## config.mk

```make
export PLATFORM = sky130hd
export DESIGN_NAME = pcbb_back
export DESIGN_NICKNAME = d
export VERILOG_FILES = /design/src/rtl/core/pcbb_pkg.sv /design/src/rtl/core/pcbb_back.sv
export SDC_FILE = /design/constraint.sdc
export NUM_CORES = 2
export LEC_CHECK = 0
export BUFFER_PORTS_ARGS = -buffer_cell sky130_fd_sc_hd__buf_2
export CORE_MARGIN = 2
export CORE_UTILIZATION = 55
export DETAILED_ROUTE_END_ITERATION = 8
export PLACE_DENSITY = 0.75
export SETUP_SLACK_MARGIN = 0.15
export SYNTH_ARGS = -nofsm -noshare
export SYNTH_HDL_FRONTEND = slang
export SYNTH_SLANG_ARGS = --single-unit
```

## constraint.sdc

```tcl
create_clock -name clk -period 4.65 [get_ports clk]
set_clock_uncertainty 0.1 [all_clocks]
set_input_delay 0.2325 -clock clk [delete_from_list [all_inputs] [get_ports clk]]
set_output_delay 0.2325 -clock clk [all_outputs]
set_load 0.1 [all_outputs]
```

## src/rtl/core/pcbb_pkg.sv

```systemverilog
package pcbb_pkg;

	localparam int RCNT_W  = 6;   // restart count, up to 63
	localparam int STEP_W  = 7;   // result index within one command, up to 64 results
	localparam int Q_DEPTH = 4;
	localparam int Q_PTR_W = $clog2(Q_DEPTH);

	localparam logic [1:0] FN_KEY    = 2'd0;
	localparam logic [1:0] FN_VALUE  = 2'd1;
	localparam logic [1:0] FN_END    = 2'd2;
	localparam logic [1:0] FN_FINISH = 2'd3;

	localparam logic [2:0] CNT_BYTE = 3'd1;
	localparam logic [2:0] CNT_WORD = 3'd4;

	typedef enum logic [2:0] {
		CMD_NONE,
		CMD_BYTE,
		CMD_HDR,
		CMD_HDR_BYTE,
		CMD_FINISH
	} cmd_op_t;

	typedef struct packed {
		logic [1:0]  func;
		logic [7:0]  data_byte;
		logic [8:0]  key_length;
		logic [31:0] value_length;
	} item_t;

	typedef struct packed {
		logic [31:0] out_word;
		logic [2:0]  out_byte_count;
		logic        last_of_run;
		logic        restart_overflow;
	} result_t;

	// one classified request, handed from the front to the back
	typedef struct packed {
		cmd_op_t           op;
		logic              rec_en;
		logic [RCNT_W-1:0] rec_idx;
		logic [31:0]       rec_val;
		logic [31:0]       shared;
		logic [31:0]       suffix_len;
		logic [31:0]       value_length;
		logic [7:0]        data;
		logic [RCNT_W-1:0] fin_count;
		logic              ovf;
	} cmd_t;

endpackage

```

## src/rtl/core/pcbb_back.sv

```systemverilog
module pcbb_back import pcbb_pkg::*; #(
	parameter int MAX_RESTARTS = 63
) (
	input  logic    clk,
	input  logic    arst_n,
	input  logic    head_valid,
	input  cmd_t    head,
	output logic    pop,
	output logic    result_valid,
	input  logic    result_stall,
	output result_t result
);

	localparam int RIW = (MAX_RESTARTS > 1) ? $clog2(MAX_RESTARTS) : 1;

	logic [31:0]       rst_mem [MAX_RESTARTS];
	logic [31:0]       rd_q;
	logic [STEP_W-1:0] step_q, step_d, last_step;
	logic              out_valid_q;
	result_t           out_q, res_d;
	logic              slot_free, emit;

	assign slot_free = !out_valid_q || !result_stall;
	assign emit      = head_valid && (head.op != CMD_NONE) && slot_free;

	always_comb begin
		case (head.op)
			CMD_BYTE:     last_step = STEP_W'(0);
			CMD_HDR:      last_step = STEP_W'(2);
			CMD_HDR_BYTE: last_step = STEP_W'(3);
			CMD_FINISH:   last_step = STEP_W'(head.fin_count);
			default:      last_step = STEP_W'(0);
		endcase
		pop = head_valid && ((head.op == CMD_NONE) || (emit && (step_q == last_step)));
		if (pop) begin
			step_d = '0;
		end else if (emit) begin
			step_d = step_q + STEP_W'(1);
		end else begin
			step_d = step_q;
		end
	end

	always_comb begin
		res_d.out_word         = '0;
		res_d.out_byte_count   = CNT_WORD;
		res_d.last_of_run      = (step_q == last_step);
		res_d.restart_overflow = head.ovf;
		case (head.op)
			CMD_BYTE: begin
				res_d.out_word       = 32'(head.data);
				res_d.out_byte_count = CNT_BYTE;
			end
			CMD_HDR, CMD_HDR_BYTE: begin
				if (step_q == STEP_W'(0)) begin
					res_d.out_word = head.shared;
				end else if (step_q == STEP_W'(1)) begin
					res_d.out_word = head.suffix_len;
				end else if (step_q == STEP_W'(2)) begin
					res_d.out_word = head.value_length;
				end else begin
					res_d.out_word       = 32'(head.data);
					res_d.out_byte_count = CNT_BYTE;
				end
			end
			CMD_FINISH: begin
				// restart point zero is always offset zero and is never stored
				if (step_q < STEP_W'(head.fin_count)) begin
					res_d.out_word = (step_q == '0) ? 32'd0 : rd_q;
				end else begin
					res_d.out_word = 32'(head.fin_count);
				end
			end
			default: ;
		endcase
	end

	// read address follows the next step, so rd_q matches step_q for every step below MAX_RESTARTS
	always_ff @(posedge clk) begin
		if (pop && head.rec_en) begin
			rst_mem[head.rec_idx[RIW-1:0]] <= head.rec_val;
		end
		if (step_d < STEP_W'(MAX_RESTARTS)) begin
			rd_q <= rst_mem[step_d[RIW-1:0]];
		end
	end

	always_ff @(posedge clk or negedge arst_n) begin
		if (!arst_n) begin
			step_q      <= '0;
			out_valid_q <= 1'b0;
		end else begin
			step_q <= step_d;
			if (emit) begin
				out_valid_q <= 1'b1;
			end else if (!result_stall) begin
				out_valid_q <= 1'b0;
			end
		end
	end

	always_ff @(posedge clk) begin
		if (emit) begin
			out_q <= res_d;
		end
	end

	assign result_valid = out_valid_q;
	assign result       = out_q;

endmodule

```

==> qor.yml <==
path_cells: "inv_1 -> or3_1 -> and4_4 -> a21oi_4 -> buf_4 -> buf_4 -> a22oi_1 -> o31a_1 -> a32oi_1 -> mux2_2"
fmax_mhz: 227.4
die-area_sq_mm: 0.1554
syn_inst: 5684
clkSinkCount: 2092
yosysMostFrequentCell: "edfxtp_1"
critPathLaunchType: "flip-flop"
netlist_area_sq_mm: 0.08376
r2r_setup_slack_ps: 250
relSlewSlack: 0.1057
start_util: 0.5527
root_buffer: "clkbuf_16"
slew_viol_final: 0
num_rows: 143
drc_errors: 0
synth_flop_cell: "edfxtp_1"
dr.pass1.iters: 8
maxCapViolations: 0
period_share: 0.9459
power.density_mw_per_mm2: 548.2
worstMarginPinSlew_ps: 1341
synth_cell_types: 82
yosysTopAreaCellShare: 0.7471
syn_area_per_cell_sq_um: 14.74
path_clk_slew_ps: 70
status: "complete, no violations"
drive_gt1_frac: 0.1512
syn-num-nets: 5850
crit_top_cell: "buf_4"
antenna_found_initial: 22
fp.coreArea_sq_mm: 0.1515
fillers: 10420
synth_area_leaders: "edfxtp_1, nand2_1, mux2i_1, a21oi_1, a22oi_1"
grt_max_degree: 94
async_flop_share: 0.003824
period_needed_ps: 4399
cts_made_buffers: 198
yosys-top-cells-count: "edfxtp_1, nand2_1, a21oi_1, mux2i_1, clkbuf_1"
synth_edf_count: 2084
p_leak_uw: 0.03278
final_antenna_net_count: 0
min_path_type: "input port to flip-flop"
setup_violations: 0
crit_buf_inv: 3
portBuffers: 194
hpwl_mm: 137.8
power_uw: 52690
gp_congestion: 0.9390
die_x_microns: 394.3
grt_use_total: 0.3133
critPathKind: "flip-flop to flip-flop"
worstSetupEndpointType: "flip-flop"
worstPathArrival_ps: 5000
grt_pass1_vias: 52350
max-clock-path-buffers: 3
drt_wl_total_mm: 247.8
io_pins: 196
cts_tree: "done"
ys_ff_latch: 2092
yosys.area.top_type: "edfxtp_1"
final_core_util: 0.6343
rsz0062_at_grt: "yes"
area_growth_pct: 14.75
stdcell_count: 8200
grt_overflow_total: 0
clock_latency_ps: 860
drt_first_iter_violations: 9083
htree_levels: 4
wl_per_cell_microns: 30.22
path_max_fanout: 26
finalSetupTns_ps: 0
die_h_microns: 394.3
cp_slowest_cell: "a21oi_4"
grt_pass1_wl_mm: 355.9
yosys_warnings: 0
crit_family: "compound AO/OA/AOI/OAI gates"
viasPerCell: 6.607
seq_area_sq_mm: 0.06278
via_count: 54180
fin_nets: 6166
slowest_delay_ps: 630
dp_cells: 7742
required_ps: 5250
multiInputGateArea_sq_mm: 0.01970
vdd_ir_drop_max_uv: 473.0
seq_area_frac_synth: 0.7495
hold_viol_final: 0
[routing by layer]
metal	share of wire	up-vias	track usage
li1	-	22680	-
met1	0.36	26730	0.4220
met2	0.45	4100	0.4758
met3	0.13	640	0.08245
met4	0.053	28	0.1551
met5	0.00069	-	0
[power breakdown]
group / total (uW) / leakage [uW] / switching (uW) / internal [uW]
combinational: 14700 / 0.0106 / 9800 / 4860
clock: 16500 / 0.00323 / 6980 / 9500
sequential: 21600 / 0.0189 / 473 / 21100
total: 52700 / 0.0328 / 17300 / 35400
[area by class of cell]
cell class	count	share of cell area
Sequential cell	2092	0.6531
Multi-Input combinational cell	3158	0.2050
Clock buffer	236	0.05435
Timing Repair Buffer	525	0.04562
Tap cell	2030	0.02642
Clock inverter	130	0.01428
Inverter	25	0.001132
Antenna cell	4	0.0001041
[flip-flops by register name (all words and copies together), names as in the netlist]
| register | flops |
|---|---|
| rd_q | 32 |
| result | 36 |
| result_valid | 1 |
| rst_mem | 2016 |
| step_q | 7 |
[stage by stage]
stage          setup WS (ps)  area [sq um]  hold slack [ps]
6_report               251.5         96120            23.87
5_1_grt                122.5         96110            8.188
4_1_cts                150.6         96060          0.02703
3_5_place_dp          -176.1         88530            9.799
3_3_place_gp          -32.19         88530            12.05
2_1_floorplan          68.99         83770           -163.1
[layout by cell type, fill, tap and decap left out, types with 9 or more instances in the layout]
cell type	synthesis	routed
a211oi_1	34	34
nor2_4	0	65
a22oi_1	153	153
nor2_1	149	84
a31o_2	28	28
a31oi_1	73	73
o21ai_0	222	222
dlygate4sd3_1	0	85
a22o_1	63	63
o211ai_1	10	10
o31ai_1	35	35
buf_2	120	194
mux2_2	33	33
nand2_1	794	790
a221oi_1	29	29
a221oi_2	28	27
mux2i_1	290	290
clkbuf_16	0	203
and3_1	123	123
a221o_1	28	28
edfxtp_1	2084	2084
o31a_1	56	56
a32oi_1	28	20
nand3_1	221	221
clkbuf_1	226	31
buf_12	0	57
o221ai_1	41	41
buf_4	31	188
clkinv_1	0	46
o21ai_1	95	93
inv_1	22	20
or3_1	35	35
clkinv_2	0	41
ha_1	9	9
a21oi_1	479	479
bufinv_16	0	27
[worst reg2reg max path, cell delays in order, from the launching register on]
cell and delay [ps]:
dfrtp_1 530, inv_1 170, or3_1 430, and4_4 290, a21oi_4 630, buf_4 480
buf_4 400, a22oi_1 160, o31a_1 350, a32oi_1 480, mux2_2 260
[repair_timing]
action                                  4_1_cts  5_1_grt
cloned                                        1        0
hold endpoints to repair                    499        0
gates resized for setup                       7        6
endpoints found under the setup margin        9       13
buffers inserted                              2        0
hold buffers                                 85        0
[worst paths after layout]
path,start,end,cells past startpoint
min reg2reg,rst_mem[13][29],rd_q[29],3
max,step_q[1],rd_q[25],10
max reg2reg,step_q[1],rd_q[25],10
min in group asynchronous,arst_n,step_q[5],3
max in group asynchronous,arst_n,result_valid,3
min,head[137],rst_mem[38][26],2
[cell families after synthesis]
kind of cell / share of synthesized area
flip-flops: 0.7495
AO/OA/AOI/OAI: 0.1134
adder cells (fa/ha/maj): 0.001344
XOR/XNOR: 0.0006275
AND/OR/NAND/NOR: 0.07164
multiplexers: 0.03963
buffers and inverters: 0.02384
other: 0.00004477
No activity file was read; power rests on OpenSTA's default activity.
