## src/rtl/core/pcbb_pkg.sv

```systemverilog
package pcbb_pkg;

	localparam int RCNT_W  = 6;   // restart count, up to 63
	localparam int STEP_W  = 7;   // result index within one command, up to 64 results
	localparam int Q_DEPTH = 4;
	localparam int Q_PTR_W = $clog2(Q_DEPTH);

	localparam logic [1:0] FN_KEY    = 2'd0;
	localparam logic [1:0] FN_VALUE  = 2'd1;
	localparam logic [1:0] FN_END    = 2'd2;
	localparam logic [1:0] FN_FINISH = 2'd3;

	localparam logic [2:0] CNT_BYTE = 3'd1;
	localparam logic [2:0] CNT_WORD = 3'd4;

	typedef enum logic [2:0] {
		CMD_NONE,
		CMD_BYTE,
		CMD_HDR,
		CMD_HDR_BYTE,
		CMD_FINISH
	} cmd_op_t;

	typedef struct packed {
		logic [1:0]  func;
		logic [7:0]  data_byte;
		logic [8:0]  key_length;
		logic [31:0] value_length;
	} item_t;

	typedef struct packed {
		logic [31:0] out_word;
		logic [2:0]  out_byte_count;
		logic        last_of_run;
		logic        restart_overflow;
	} result_t;

	// one classified request, handed from the front to the back
	typedef struct packed {
		cmd_op_t           op;
		logic              rec_en;
		logic [RCNT_W-1:0] rec_idx;
		logic [31:0]       rec_val;
		logic [31:0]       shared;
		logic [31:0]       suffix_len;
		logic [31:0]       value_length;
		logic [7:0]        data;
		logic [RCNT_W-1:0] fin_count;
		logic              ovf;
	} cmd_t;

endpackage

```

## src/rtl/core/pcbb_front.sv

```systemverilog
module pcbb_front import pcbb_pkg::*; #(
	parameter int MAX_KEY_BYTES = 256,
	parameter int MAX_RESTARTS  = 63
) (
	input  logic        clk,
	input  logic        arst_n,
	input  logic        cfg_we,
	input  logic [7:0]  cfg_wdata,
	input  logic        item_valid,
	output logic        item_stall,
	input  item_t       item,
	input  logic        q_full,
	output logic        push,
	output cmd_t        cmd
);

	localparam int KPW = $clog2(MAX_KEY_BYTES + 1);
	localparam int AW  = $clog2(MAX_KEY_BYTES);
	localparam int CW  = (KPW > 9) ? KPW : 9;
	localparam logic [KPW-1:0]    KP_MAX   = KPW'(MAX_KEY_BYTES);
	localparam logic [RCNT_W-1:0] RCNT_MAX = RCNT_W'(MAX_RESTARTS);

	logic [7:0]        interval_q;
	logic [KPW-1:0]    kp_q, kp_n, kp_d;
	logic [KPW-1:0]    plen_q, plen_n;
	logic              hdr_q, hdr_n;
	logic              rst_q, rst_n, rst_e;
	logic [7:0]        esr_q, esr_n, esr_e;
	logic [31:0]       boff_q, boff_n;
	logic [RCNT_W-1:0] rcnt_q, rcnt_n, rcnt_e;
	logic              ovf_q, ovf_n, ovf_e;

	logic [7:0]        key_mem [MAX_KEY_BYTES];
	logic [7:0]        key_rd_q;
	logic              key_we;
	logic              key_out;

	logic              accept;
	logic              start;
	logic              match;
	logic [CW-1:0]     plen_c, kl_c, min_c, kp_c, kp1_c;
	logic [31:0]       shared32;
	cmd_op_t           op;
	logic              rec_en;

	assign accept     = item_valid && !q_full;
	assign item_stall = q_full;

	always_comb begin
		start  = !hdr_q && (kp_q == '0) && (item.func != FN_FINISH);
		rst_e  = rst_q;
		esr_e  = esr_q;
		rcnt_e = rcnt_q;
		ovf_e  = ovf_q;
		rec_en = 1'b0;
		if (start) begin
			if (esr_q >= interval_q) begin
				rst_e = 1'b1;
				esr_e = '0;
				if (rcnt_q < RCNT_MAX) begin
					rec_en = 1'b1;
					rcnt_e = rcnt_q + RCNT_W'(1);
				end else begin
					ovf_e = 1'b1;
				end
			end else begin
				rst_e = 1'b0;
			end
		end

		plen_c = CW'(plen_q);
		kl_c   = CW'(item.key_length);
		kp_c   = CW'(kp_q);
		kp1_c  = kp_c + CW'(1);
		if (rst_e) begin
			min_c = '0;
		end else begin
			min_c = (plen_c < kl_c) ? plen_c : kl_c;
		end
		match = (kp_c < min_c) && (kp_q < KP_MAX) && (key_rd_q == item.data_byte);

		op       = CMD_NONE;
		shared32 = 32'(kp_q);
		key_out  = 1'b0;
		kp_n     = kp_q;
		plen_n   = plen_q;
		hdr_n    = hdr_q;
		rst_n    = rst_e;
		esr_n    = esr_e;
		boff_n   = boff_q;
		rcnt_n   = rcnt_e;
		ovf_n    = ovf_e;

		case (item.func)
			FN_KEY: begin
				if (!hdr_q) begin
					if (match) begin
						kp_n = kp_q + KPW'(1);
						if (kp1_c == min_c) begin
							op       = CMD_HDR;
							shared32 = 32'(kp_q) + 32'd1;
							boff_n   = boff_q + 32'd12;
							hdr_n    = 1'b1;
						end
					end else begin
						op      = CMD_HDR_BYTE;
						boff_n  = boff_q + 32'd13;
						hdr_n   = 1'b1;
						key_out = 1'b1;
					end
				end else begin
					op      = CMD_BYTE;
					boff_n  = boff_q + 32'd1;
					key_out = 1'b1;
				end
			end
			FN_VALUE: begin
				if (!hdr_q) begin
					op     = CMD_HDR_BYTE;
					boff_n = boff_q + 32'd13;
				end else begin
					op     = CMD_BYTE;
					boff_n = boff_q + 32'd1;
				end
				hdr_n = 1'b1;
			end
			FN_END: begin
				if (!hdr_q) begin
					op     = CMD_HDR;
					boff_n = boff_q + 32'd12;
				end
				plen_n = kp_q;
				esr_n  = (esr_e != 8'hFF) ? esr_e + 8'd1 : esr_e;
				hdr_n  = 1'b0;
				kp_n   = '0;
				rst_n  = 1'b0;
			end
			FN_FINISH: begin
				op     = CMD_FINISH;
				kp_n   = '0;
				plen_n = '0;
				hdr_n  = 1'b0;
				rst_n  = 1'b0;
				esr_n  = '0;
				boff_n = '0;
				rcnt_n = RCNT_W'(1);
				ovf_n  = 1'b0;
			end
			default: ;
		endcase

		// bytes past the key store are sent but not kept
		key_we = 1'b0;
		if (key_out && (kp_q < KP_MAX)) begin
			key_we = accept;
			kp_n   = kp_q + KPW'(1);
		end

		kp_d = accept ? kp_n : kp_q;
		push = accept && ((op != CMD_NONE) || rec_en);
	end

	always_comb begin
		cmd.op           = op;
		cmd.rec_en       = rec_en;
		cmd.rec_idx      = rcnt_q;
		cmd.rec_val      = boff_q;
		cmd.shared       = shared32;
		cmd.suffix_len   = 32'(item.key_length) - shared32;
		cmd.value_length = item.value_length;
		cmd.data         = item.data_byte;
		cmd.fin_count    = rcnt_q;
		cmd.ovf          = (item.func == FN_FINISH) ? ovf_q : ovf_e;
	end

	// read port runs one key position ahead so the compare byte is ready
	always_ff @(posedge clk) begin
		if (key_we) begin
			key_mem[kp_q[AW-1:0]] <= item.data_byte;
		end
		if (kp_d < KP_MAX) begin
			key_rd_q <= key_mem[kp_d[AW-1:0]];
		end
	end

	always_ff @(posedge clk or negedge arst_n) begin
		if (!arst_n) begin
			interval_q <= 8'd16;
		end else if (cfg_we) begin
			interval_q <= cfg_wdata;
		end
	end

	always_ff @(posedge clk or negedge arst_n) begin
		if (!arst_n) begin
			kp_q   <= '0;
			plen_q <= '0;
			hdr_q  <= 1'b0;
			rst_q  <= 1'b0;
			esr_q  <= '0;
			boff_q <= '0;
			rcnt_q <= RCNT_W'(1);
			ovf_q  <= 1'b0;
		end else if (accept) begin
			kp_q   <= kp_n;
			plen_q <= plen_n;
			hdr_q  <= hdr_n;
			rst_q  <= rst_n;
			esr_q  <= esr_n;
			boff_q <= boff_n;
			rcnt_q <= rcnt_n;
			ovf_q  <= ovf_n;
		end
	end

endmodule

```

## config.mk

```make
export PLATFORM = sky130hd
export DESIGN_NAME = pcbb_front
export DESIGN_NICKNAME = d
export VERILOG_FILES = /design/src/rtl/core/pcbb_pkg.sv /design/src/rtl/core/pcbb_front.sv
export SDC_FILE = /design/constraint.sdc
export NUM_CORES = 2
export LEC_CHECK = 0
export BUFFER_PORTS_ARGS = -buffer_cell sky130_fd_sc_hd__buf_2
export CAP_MARGIN = 20
export CORE_ASPECT_RATIO = 1.1
export CORE_MARGIN = 5
export CORE_UTILIZATION = 56
export DETAILED_ROUTE_END_ITERATION = 10
export PLACE_DENSITY = 0.81
export SLEW_MARGIN = 20
export SYNTH_ARGS = -nofsm -noshare
export SYNTH_HDL_FRONTEND = slang
export SYNTH_SLANG_ARGS = --single-unit
export TNS_END_PERCENT = 5
```

## constraint.sdc

```tcl
create_clock -name clk -period 6.6 [get_ports clk]
set_input_delay 0.66 -clock clk [delete_from_list [all_inputs] [get_ports clk]]
set_output_delay 0.66 -clock clk [all_outputs]
set_load 0.02 [all_outputs]
```

==> results by group <==
Worst setup path
  – Worst R2R Start: plen_c[1]
  – CP startpoint: plen_c[1]
  – Max stage delay on crit path: 420 ps
  – Capture point of the worst reg-to-reg path: key_rd_q[7]
  – Worst Setup Path Type: register to output pin
  – Crit Path Max Fanout: 5
  – Worst EP required: 5940 ps
  – Slowest CP cell: dfrtp_1
  – Most frequent CP cell: buf_4
  – Reg2Reg Depth: 30
  – Worst setup path endpoint: cmd[150]
  – FF-to-FF setup slack: 50 ps
  – CP Capture Type: output pin
  – Startpoint types: register
  – Crit path DAT: 6630 ps

STA
  – Fin. max-slew vios: 0
  – RSZ-0062 raised after global routing: yes
  – Clock skew: 28.0 ps
  – Rel. slew slack: 0.215
  – Fmax: 137 MHz
  – Worst Tran Pin Value: 1180 ps
  – Min Tclk post-route: 7290 ps
  – Final worst slack: -688 ps
  – Final setup vio count: 30
  – Period utilization: 1.10
  – Hold Fails Final Rpt: 0

Placed design
  – Gpl congestion: 0.941
  – IO buf count: 131
  – DP Wirelength: 159 mm
  – Dpl cells: 8801
  – Dpl cell area: 0.0928 mm²

Cells and area
  – Final #Nets: 7068
  – Layout cells sized above 1: 0.148
  – Commonest non-fill, non-tap cell in the layout: edfxtp_1
  – Post-route cell area: 0.0997 mm²
  – Most frequent cells in the layout: edfxtp_1 (2056), nand2_1 (1536), nand3_1 (562), buf_4 (401), nor2_1 (362)
  – Fillers: 10532
  – Register area: 0.0636 mm²
  – Post-Layout Cell Count: 9202
  – Post-layout util: 0.637
  – Area taken by multi-input logic gates: 0.0227 mm²
  – Synthesis-to-finish area growth: 12.9%

Routing
  – TritonRoute pass-1 iters: 9
  – Routed WL: 256 mm
  – Vias per cell: 6.58
  – Drt drc: 0
  – Vias: 60534
  – DR iter-0 viols: 10341
  – Detailed-route wire length per cell: 27.8 µm
  – Final ANT Viol Nets: 0

Global route
  – First-pass GRT wire length: 376 mm
  – GRT Util Overall: 0.302
  – Grt met3 use: 0.0766
  – Grt peak-use layer: met2
  – GRT overflow: 0
  – M2 GR Usage: 0.475
  – Largest net degree at the start of global routing: 225
  – Met1 Track Usage GR: 0.396
  – Vias in the first global route: 58416
  – Initial antenna violation count: 4

Yosys
  – Main synth FF type: edfxtp_1
  – Mapped cell area: 0.0883 mm²
  – Post-synth EDFFs: 2056
  – Post-synth ARST share: 0.0352
  – Cell variety after synth: 90
  – Synth Register Bits: 2131
  – Syn Area/Cell: 13.2 µm²
  – Post-Syn Instances: 6691
  – Warnings from Yosys: 0
  – Sequential area share after synthesis: 0.720

Die
  – Chip height: 427 µm
  – Core area: 0.157 mm²
  – Die ar.: 0.166 mm²
  – # IOs: 219
  – Effective utilization at floorplan: 0.564
  – Die X: 389 µm
  – Row Count: 152

Min path
  – Tightest Hold Check Type: primary input to register
  – Hold Crit Start: cfg_wdata[6]

Clocking
  – Max clock buf depth: 3
  – CTS tree: done
  – Clock net sink count: 2131
  – H-tree levels: 4
  – Clock latency at the later pin of the worst-skew pair: 840 ps
  – Number of buffers created by CTS: 191
  – Clk slew on worst S/H paths: 60 ps
  – Root Driver: clkbuf_16

Power
  – PwrDens: 302 mW/mm²
  – LEAKAGE: 34.0 nW
  – Peak VDD IR: 0.000320 V

Outcome
  – Status: complete, but fails checks
  – Failing checks: setup timing

Job
  – Max-cap violations: 0
-- synth_stat cells (37+ instances only) --
cell | instances | area share
mux4_2 | 99 | 0.025
nor4_1 | 37 | 0.0026
and3_1 | 104 | 0.0074
clkbuf_1 | 230 | 0.0098
ha_1 | 44 | 0.0062
inv_1 | 45 | 0.0019
a21oi_1 | 225 | 0.013
edfxtp_1 | 2056 | 0.70
nor2_1 | 368 | 0.016
a31oi_1 | 127 | 0.0090
buf_2 | 124 | 0.0070
o21ai_0 | 155 | 0.0088
buf_1 | 61 | 0.0026
dfrtp_1 | 73 | 0.021
buf_4 | 90 | 0.0076
xnor2_1 | 38 | 0.0038
nand3_1 | 564 | 0.032
o22ai_1 | 67 | 0.0047
a22oi_1 | 37 | 0.0031
nor3_1 | 47 | 0.0027
mux2i_1 | 75 | 0.0085
nand2_1 | 1538 | 0.065
nand4_1 | 101 | 0.0072
-- kinds of logic (layout without fill, tap and decap cells) --
kind of cell	count (synthesis)	in the layout	share of synthesized area
simple gates	2855	2855	0.140
flops	2131	2131	0.720
compound gates	853	853	0.0619
buf+inv	558	957	0.0296
mux	182	182	0.0348
xor+xnor	65	65	0.00645
fa+ha+maj	45	45	0.00646
other cells	2	35	0.0000850
-- final cells by class --
type | count | share of cell area
diodes | 11 | 0.000276
clock buffers | 225 | 0.0496
clock inverters | 121 | 0.0113
inverters | 49 | 0.00197
multi-input cells | 4024 | 0.227
flip-flops and latches | 2131 | 0.638
well taps | 2079 | 0.0261
repair buffers | 562 | 0.0454
-- flip-flops by register name (all words and copies together) (netlist names) --
name and count:
rcnt_q 6, key_rd_q 8, interval_q 8, ovf_q 1, esr_q 8, hdr_q 1
key_mem 2048, boff_q 32, kp_c 9, plen_c 9, rst_q 1
-- per-stage QoR --
stage                     total power, mW  setup slack (ps)  TNS (ps)  hold WS (ps)
final                                30.1              -688    -16070          46.6
after global routing                 30.9              -934    -24230          45.8
after CTS                            30.0              -679    -14960          5.86
after detailed placement             19.2              -780    -16510           517
after global placement               19.1              -695    -14190           501
after floorplan                      17.6              -439     -6360           364
-- where the power goes --
group	internal [mW]	switching [mW]	total, mW
clock network	6.04	4.94	11.0
registers	14.9	0.128	15.0
logic	1.38	2.74	4.12
-- worst min-delay path by stage --
stage | end | cells past startpoint | slack [ps]
floorplan | boff_q[0] | 0 | 360
global placement | interval_q[0] | 1 | 500
detailed placement | interval_q[0] | 1 | 520
CTS | boff_q[13] | 1 | 6
global route | interval_q[4] | 3 | 50
finish | interval_q[6] | 3 | 50
-- repair_timing --
action | 4_1_cts | 5_1_grt
buffers inserted | 42 | 2
endpoints found under the setup margin | 29 | 44
hold endpoints to repair | 0 | 73
hold buffers | 0 | 1
pin swaps | 30 | 19
gates resized for setup | 71 | 40
-- worst max-delay path, delay by kind of cell, from the launching register on --
| family | cells | cell delay, ps |
|---|---|---|
| muxes | 1 | 110 |
| adders and majority gates | 2 | 400 |
| buffers and inverters | 21 | 2700 |
| DFF | 1 | 420 |
| AOI/OAI and AO/OA | 5 | 1060 |
| and+or+nand+nor | 5 | 1090 |
-- routing by layer --
| metal | routed length (µm) | share of wire |
|---|---|---|
| met5 | 9 | 0.000035 |
| met4 | 15900 | 0.062 |
| met3 | 35900 | 0.14 |
| met2 | 118000 | 0.46 |
| met1 | 85600 | 0.34 |
(Power assumes the default switching activity.)
