**src/rtl/core/pcbb_pkg.sv**
```systemverilog
package pcbb_pkg;

	localparam int RCNT_W  = 6;   // restart count, up to 63
	localparam int STEP_W  = 7;   // result index within one command, up to 64 results
	localparam int Q_DEPTH = 4;
	localparam int Q_PTR_W = $clog2(Q_DEPTH);

	localparam logic [1:0] FN_KEY    = 2'd0;
	localparam logic [1:0] FN_VALUE  = 2'd1;
	localparam logic [1:0] FN_END    = 2'd2;
	localparam logic [1:0] FN_FINISH = 2'd3;

	localparam logic [2:0] CNT_BYTE = 3'd1;
	localparam logic [2:0] CNT_WORD = 3'd4;

	typedef enum logic [2:0] {
		CMD_NONE,
		CMD_BYTE,
		CMD_HDR,
		CMD_HDR_BYTE,
		CMD_FINISH
	} cmd_op_t;

	typedef struct packed {
		logic [1:0]  func;
		logic [7:0]  data_byte;
		logic [8:0]  key_length;
		logic [31:0] value_length;
	} item_t;

	typedef struct packed {
		logic [31:0] out_word;
		logic [2:0]  out_byte_count;
		logic        last_of_run;
		logic        restart_overflow;
	} result_t;

	// one classified request, handed from the front to the back
	typedef struct packed {
		cmd_op_t           op;
		logic              rec_en;
		logic [RCNT_W-1:0] rec_idx;
		logic [31:0]       rec_val;
		logic [31:0]       shared;
		logic [31:0]       suffix_len;
		logic [31:0]       value_length;
		logic [7:0]        data;
		logic [RCNT_W-1:0] fin_count;
		logic              ovf;
	} cmd_t;

endpackage

```
**src/rtl/core/pcbb_queue.sv**
```systemverilog
module pcbb_queue import pcbb_pkg::*; (
	input  logic clk,
	input  logic arst_n,
	input  logic push,
	input  cmd_t push_cmd,
	output logic full,
	input  logic pop,
	output logic head_valid,
	output cmd_t head
);

	cmd_t               slot_q [Q_DEPTH];
	logic [Q_PTR_W-1:0] wptr_q, rptr_q;
	logic [Q_PTR_W:0]   cnt_q;

	assign full       = (cnt_q == (Q_PTR_W+1)'(Q_DEPTH));
	assign head_valid = (cnt_q != '0);
	assign head       = slot_q[rptr_q];

	always_ff @(posedge clk) begin
		if (push) begin
			slot_q[wptr_q] <= push_cmd;
		end
	end

	always_ff @(posedge clk or negedge arst_n) begin
		if (!arst_n) begin
			wptr_q <= '0;
			rptr_q <= '0;
			cnt_q  <= '0;
		end else begin
			if (push) begin
				wptr_q <= wptr_q + Q_PTR_W'(1);
			end
			if (pop) begin
				rptr_q <= rptr_q + Q_PTR_W'(1);
			end
			case ({push, pop})
				2'b10:   cnt_q <= cnt_q + (Q_PTR_W+1)'(1);
				2'b01:   cnt_q <= cnt_q - (Q_PTR_W+1)'(1);
				default: cnt_q <= cnt_q;
			endcase
		end
	end

endmodule

```
**config.mk**
```make
export PLATFORM = sky130hd
export DESIGN_NAME = pcbb_queue
export DESIGN_NICKNAME = d
export VERILOG_FILES = /design/src/rtl/core/pcbb_pkg.sv /design/src/rtl/core/pcbb_queue.sv
export SDC_FILE = /design/constraint.sdc
export NUM_CORES = 1
export LEC_CHECK = 0
export BUFFER_PORTS_ARGS = -buffer_cell sky130_fd_sc_hd__buf_2
export CAP_MARGIN = 20
export CORE_MARGIN = 2
export CORE_UTILIZATION = 27
export CTS_BUF_LIST = sky130_fd_sc_hd__clkbuf_16
export DETAILED_ROUTE_END_ITERATION = 7
export SYNTH_ARGS = -nofsm -noshare
export SYNTH_HDL_FRONTEND = slang
export SYNTH_SLANG_ARGS = --single-unit
```
**constraint.sdc**
```tcl
create_clock -name clk -period 8.3 [get_ports clk]
set_input_delay 0.415 -clock clk [delete_from_list [all_inputs] [get_ports clk]]
set_output_delay 0.415 -clock clk [all_outputs]
set_load 0.05 [all_outputs]
```
==> impl_metrics.tcl, run 1 <==
set metrics [dict create \
    status "finished clean" \
    seq_area_frac_synth_pct 82.6 \
    finalHoldViolCount 0 \
    cp.arrival_ps 3440 \
    path_clk_slew_ps 60 \
    path_depth 3 \
    syn_area_um2 22500 \
    start_kind "flop" \
    cp-end-kind "output pin" \
    required_ps 7890 \
    cts_buffers 70 \
    grt_use_total_pct 10.9 \
    synth_top_family_by_area "multiplexers" \
    period_share_pct 46.4 \
    gp_congestion 0.698 \
    synthFlopType "edfxtp_1" \
    worst_r2r_path_depth 4 \
    crit_chain "buf_4 -> mux4_2 -> buf_2" \
    dp_hpwl_um 27500 \
    synth_fa_ha_area_share_pct 0.368 \
    slew_headroom_pct 31.8 \
    std_cell_rows 105 \
    setup_viol 0 \
    grt_start_max_net_pins 67 \
    synth-xor-area-share_pct 0.234 \
    vias_per_cell 4.29 \
    tightest_slew_ps 1020 \
    syn_nets 998 \
    drive_gt1_share_pct 42.5 \
    slowest_delay_ps 1070 \
    die_h_um 292 \
    cts_tree "built" \
    synth.ff_latch_count 619 \
    worstPathMaxFanout 46 \
    crit_family "buffers and inverters" \
    hold-path-cell-count 1 \
    maxCapViolCount 0 \
    fmax_mhz 260 \
    design_area_um2 28900 \
    cellPowerDensity_nw_per_um2 403 \
    hp-class "primary input to flop" \
    root_buffer "clkbuf_16" \
    placed_area_um2 25200 \
    synthToLayoutAreaGrowth_pct 28.5 \
    multi_input_area_um2 3650 \
    htree_levels 3 \
    avgSynthCellArea_um2 26.9 \
    crit_type "flop to output pin" \
    synth-edff-count 612 \
    slew_violations 0 \
    ioPinCount 312 \
    synth_top_area_cell "edfxtp_1" \
    fin_crit_ps 3850 \
    tns_ps 0 \
    synth_cell_types 20 \
    antenna_found_initial 8 \
    ir_drop_mv 0.300 \
    final_common_cell "edfxtp_1" \
    seqCellArea_um2 18600 \
    yosysTopAreaCellShare_pct 81.8 \
    dr.pass1.iters 6 \
    final_nets 1484 \
    yosys.area_share.simple_pct 0.217 \
    core_area_um2 82200 \
    cp_num_buf_inv 2 \
    ctsResizeCount 0 \
    first_iter_violations 623 \
    clk-insertion-delay-late_ps 590 \
    finClkSkew_ps 11.5 \
    die_w_um 292 \
    vias 10500 \
    grt_overflow_total 0 \
    synth_mux_area_share_pct 15.4 \
    antenna_left 0 \
    r2r_slack_ps 5520 \
    grt_pass1_wl_um 70500 \
    dieArea_um2 85500 \
    synth_compound_area_share_pct 0.0223 \
    final_cell_mix "edfxtp_1 (612), buf_2 (311), mux4_2 (153)" \
    clock_sinks 619 \
    grt_pass1_vias 11500 \
    synth_area_leaders "edfxtp_1 (82%), mux4_2 (15%), dfrtp_1 (0.78%)" \
    p_leak_uw 0.00984 \
    port_buffers 311 \
    wirelength_um 47000 \
    async_flop_share_pct 1.13 \
    syn_inst 835 \
    initial_core_util_pct 27.3 \
    clock_path_buffers 3 \
    ys_warn_count 0 \
    wire_per_inst_um 19.2 \
    n_fill_cell 7577 \
    slowest_stage "dfrtp_4" \
    rsz0062_at_grt "no" \
    drc 0 \
]
-- layer usage --
| metal | wire length [µm] | GRT usage (%) | share of wire (%) | vias to the layer above |
|---|---|---|---|---|
| li1 | - | - | - | 4603 |
| met1 | 19600 | 13.5 | 42 | 5531 |
| met2 | 22900 | 18.0 | 49 | 275 |
| met3 | 3370 | 3.73 | 7.2 | 86 |
| met4 | 1050 | 3.61 | 2.2 | 12 |
| met5 | 80 | 0 | 0.17 | - |
-- sequential cells by signal, summed over array words and instances (netlist names) --
| register | cells |
|---|---|
| slot_q | 612 |
| wptr_q | 2 |
| cnt_q | 3 |
| rptr_q | 2 |
-- final timing paths --
kind                                        from                       end
max                        rptr_q[0]$_DFFE_PN0P_                  head[27]
min                                push_cmd[122]  slot_q[3][122]$_DFFE_PP_
max reg2reg                wptr_q[0]$_DFFE_PN0P_   slot_q[2][19]$_DFFE_PP_
min reg2reg                 cnt_q[2]$_DFFE_PN0P_      cnt_q[2]$_DFFE_PN0P_
max in group asynchronous                 arst_n     rptr_q[1]$_DFFE_PN0P_
min in group asynchronous                 arst_n     wptr_q[0]$_DFFE_PN0P_
-- what timing repair did --
item / CTS / global route
hold buffers: 125 / 0
setup buffers: 0 / 0
hold endpoints to repair: 494 / 0
endpoints found under the setup margin: 0 / 0
-- where the power goes --
part | switching, µW | internal (µW)
Combinational | 2940 | 1220
Sequential | 233 | 4090
Clock | 1230 | 1910
Total | 4400 | 7230
-- synthesized netlist by cell type (2+ instances only) --
library cell and instances:
inv_1 6, mux4_2 153, and2_1 4, buf_4 7, xor2_1 4, xnor2_1 2, edfxtp_1 612, ha_1 5
buf_2 15, dfrtp_1 7, nand2_1 2, buf_6 10
-- cell families (layout without fill, tap and decap cells) --
| family | count (synthesis) | in the layout |
|---|---|---|
| flops | 619 | 619 |
| fa+ha+maj | 6 | 6 |
| mux | 154 | 154 |
| simple gates | 9 | 9 |
| other cells | 0 | 2 |
| buf+inv | 40 | 580 |
| xor+xnor | 6 | 6 |
| compound gates | 1 | 1 |
-- layout make-up --
class / count / share of cell area (%)
sequential: 619 / 64.3
clock inverter: 55 / 2.09
tap: 1070 / 4.64
antenna: 2 / 0.0173
clock buffer: 71 / 6.15
multi-input combinational: 176 / 12.7
inverter: 6 / 0.0780
timing repair buffer: 448 / 10.1
-- metrics by stage --
stage	hold WS, ps	utilization, %	cells	total power, µW	setup slack, ps
4_1_cts	0.172	35.1	2445	11800	4220
6_report	45.2	35.1	2447	11600	4450
3_3_place_gp	283	30.7	2194	8560	4900
2_1_floorplan	119	-	835	7670	3650
5_1_grt	9.99	35.1	2447	12100	4090
3_5_place_dp	285	30.7	2194	8600	4890
No activity file was read; power rests on OpenSTA's default activity.
==> inputs of run 2 (changes only) <==
==> constraint.sdc (replaced) <==
create_clock -name clk -period 3.3 [get_ports clk]
set_input_delay 0.165 -clock clk [delete_from_list [all_inputs] [get_ports clk]]
set_output_delay 0.165 -clock clk [all_outputs]
set_load 0.05 [all_outputs]
==> run 2 against run 1 <==
Against the previous run: worst hold slack better by 260 ps; power increased by 150%; sequential cell count did not move; die area is the same; cell count grew 1.6%; sequential power is 150% higher; count of clock-buffer cells in the layout decreased by 1; sequential share of layout area fell by 0.73 points; worst setup slack lost 3900 ps; utilization rose by 0.40 points; register-to-register slack worse by 4300 ps; global-route usage rose by 0.31 points; critical path type unchanged; largest power group is now combinational cells.
==> impl_metrics.tcl, run 2 (synthesized netlist as in run 1, its figures left out) <==
set metrics [dict create \
    rsz0062_at_grt "no" \
    hold-path-cell-count 2 \
    finalHoldViolCount 0 \
    fin_crit_ps 2750 \
    wirelength_um 48200 \
    power.total_uw 28800 \
    grt_overflow_total 0 \
    grt_pass1_vias 11700 \
    setup_viol 0 \
    largest-register "slot_q" \
    path_clk_slew_ps 60 \
    crit_chain "buf_4 -> mux4_2 -> buf_2" \
    diodes 0 \
    cellPowerDensity_nw_per_um2 986 \
    worstPathMaxFanout 23 \
    crit_family "flip-flops" \
    r2r_slack_ps 1230 \
    required_ps 3130 \
    vias 10700 \
    cp-end-kind "output pin" \
    post-cts-setup-buffer-count 0 \
    cts_tree "built" \
    gp_congestion 0.721 \
    antenna_left 0 \
    die_w_um 292 \
    worst_slack_ps 545 \
    clock_sinks 619 \
    sw_frac_of_total_pct 38.7 \
    ioPinCount 312 \
    synthToLayoutAreaGrowth_pct 30.0 \
    cp.arrival_ps 2590 \
    final_nets 1529 \
    worst_r2r_path_depth 4 \
    p_leak_uw 0.00996 \
    grt_start_max_net_pins 61 \
    dr.pass1.iters 5 \
    worstHoldStart "push_cmd[6]" \
    vias_per_cell 4.32 \
    timing.rr.end "slot_q[1][82]$_DFFE_PP_" \
    clk-insertion-delay-late_ps 600 \
    ctsResizeCount 0 \
    holdPathEnd "slot_q[2][6]$_DFFE_PP_" \
    grt_use_total_pct 11.2 \
    final_common_cell "edfxtp_1" \
    period_share_pct 83.5 \
    slew_violations 0 \
    design_area_um2 29200 \
    cp_num_buf_inv 2 \
    cts_buffers 69 \
    wire_per_inst_um 19.4 \
    largestRegisters "slot_q (612), cnt_q (3)" \
    crit_type "flop to output pin" \
    hp-class "primary input to flop" \
    seqPwrFrac_pct 37.4 \
    largest_register_ffs 612 \
    dieArea_um2 85500 \
    pwr-share-clk_pct 24.7 \
    htree_levels 3 \
    slowest_delay_ps 790 \
    ir_drop_mv 0.569 \
    first_iter_violations 555 \
    tns_ps 0 \
    grt_pass1_wl_um 72300 \
    std_cell_rows 105 \
    slowest_stage "dfrtp_4" \
    root_buffer "clkbuf_16" \
    antenna_found_initial 5 \
    combPwrFrac_pct 38.0 \
    finClkSkew_ps 16.5 \
    r2r-start "wptr_q[1]$_DFFE_PN0P_" \
    power.switching_uw 11200 \
    clock_path_buffers 3 \
    final_cell_mix "edfxtp_1 (612), buf_2 (311), dlygate4sd3_1 (157)" \
    tightest_slew_ps 799 \
    n_fill_cell 7603 \
    p_int_uw 17600 \
    drive_gt1_share_pct 41.6 \
    port_buffers 311 \
    dp_hpwl_um 28900 \
    die_h_um 292 \
    status "finished clean" \
    slew_headroom_pct 46.7 \
    place_ws_ps 1100 \
    drc 0 \
    core_area_um2 82200 \
    fmax_mhz 363 \
    initial_core_util_pct 27.3 \
    start_kind "flop" \
    maxCapViolCount 0 \
    placed_area_um2 25500 \
]
[run 2: cell count changes in the layout (fill, tap and decap cells not counted), sizes merged]
cell | previous run | this run
dlygate4sd3 | 125 | 157
clkinv | 21 | 29
buf | 323 | 337
clkbuf | 71 | 70
diode | 2 | 0
inv | 28 | 25
bufinv | 11 | 2
[run 2: final cells by class]
class / instances / area [µm²] / area share [%]
timing repair buffer: 494 / 3510 / 12.0
sequential: 619 / 18600 / 63.6
clock buffer: 70 / 1750 / 6.00
tap: 1070 / 1340 / 4.58
multi-input combinational: 176 / 3650 / 12.5
clock inverter: 51 / 364 / 1.25
inverter: 6 / 22.5 / 0.0771
[run 2: how the worst max path moves through the flow]
stage	depth (start not counted)	slack (ps)	endpoint	startpoint
after global placement	3	1090	head[75]	rptr_q[0]$_DFFE_PN0P_
after global routing	3	340	head[68]	rptr_q[0]$_DFFE_PN0P_
after detailed placement	3	1100	head[75]	rptr_q[0]$_DFFE_PN0P_
after floorplan	3	360	slot_q[2][0]$_DFFE_PP_	wptr_q[0]$_DFFE_PN0P_
after CTS	3	410	head[75]	rptr_q[0]$_DFFE_PN0P_
final	3	550	head[75]	rptr_q[0]$_DFFE_PN0P_
[run 2: power by group through the flow]
stage / combinational [µW] / clock (µW) / sequential (µW)
2_1_floorplan: 8450 / 0 / 10700
3_3_place_gp: 10900 / 0 / 10800
3_5_place_dp: 11000 / 0 / 10900
4_1_cts: 11200 / 7340 / 10800
5_1_grt: 11500 / 7630 / 10900
6_report: 10900 / 7110 / 10800
[run 2: metal layers]
layer	vias to the layer above	wire length, µm	track usage, %
met5	-	35	0
met4	6	1260	4.42
met3	79	2960	2.73
met2	287	23600	18.2
met1	5687	20300	14.5
li1	4687	-	-
[run 2: worst reg2reg max path: cells and delay by family, from the launching register on]
kind	cells	cell delay, ps
AND/OR/NAND/NOR	1	640
adder cells (fa/ha/maj)	1	160
flip-flops	1	400
buffers and inverters	2	550
[run 2: metrics by stage]
stage / hold WS (ps) / std cells / util (%)
finish: 310 / 2486 / 35.5
global route: 285 / 2486 / 35.5
CTS: 256 / 2486 / 35.5
detailed placement: 48.1 / 2208 / 31.0
global placement: 51.3 / 2208 / 31.0
floorplan: -131 / 835 / -
[run 2: timing repair]
item,in CTS,in global routing
hold buffers,157,0
endpoints found under the hold margin,623,0
setup endpoints to repair,0,0
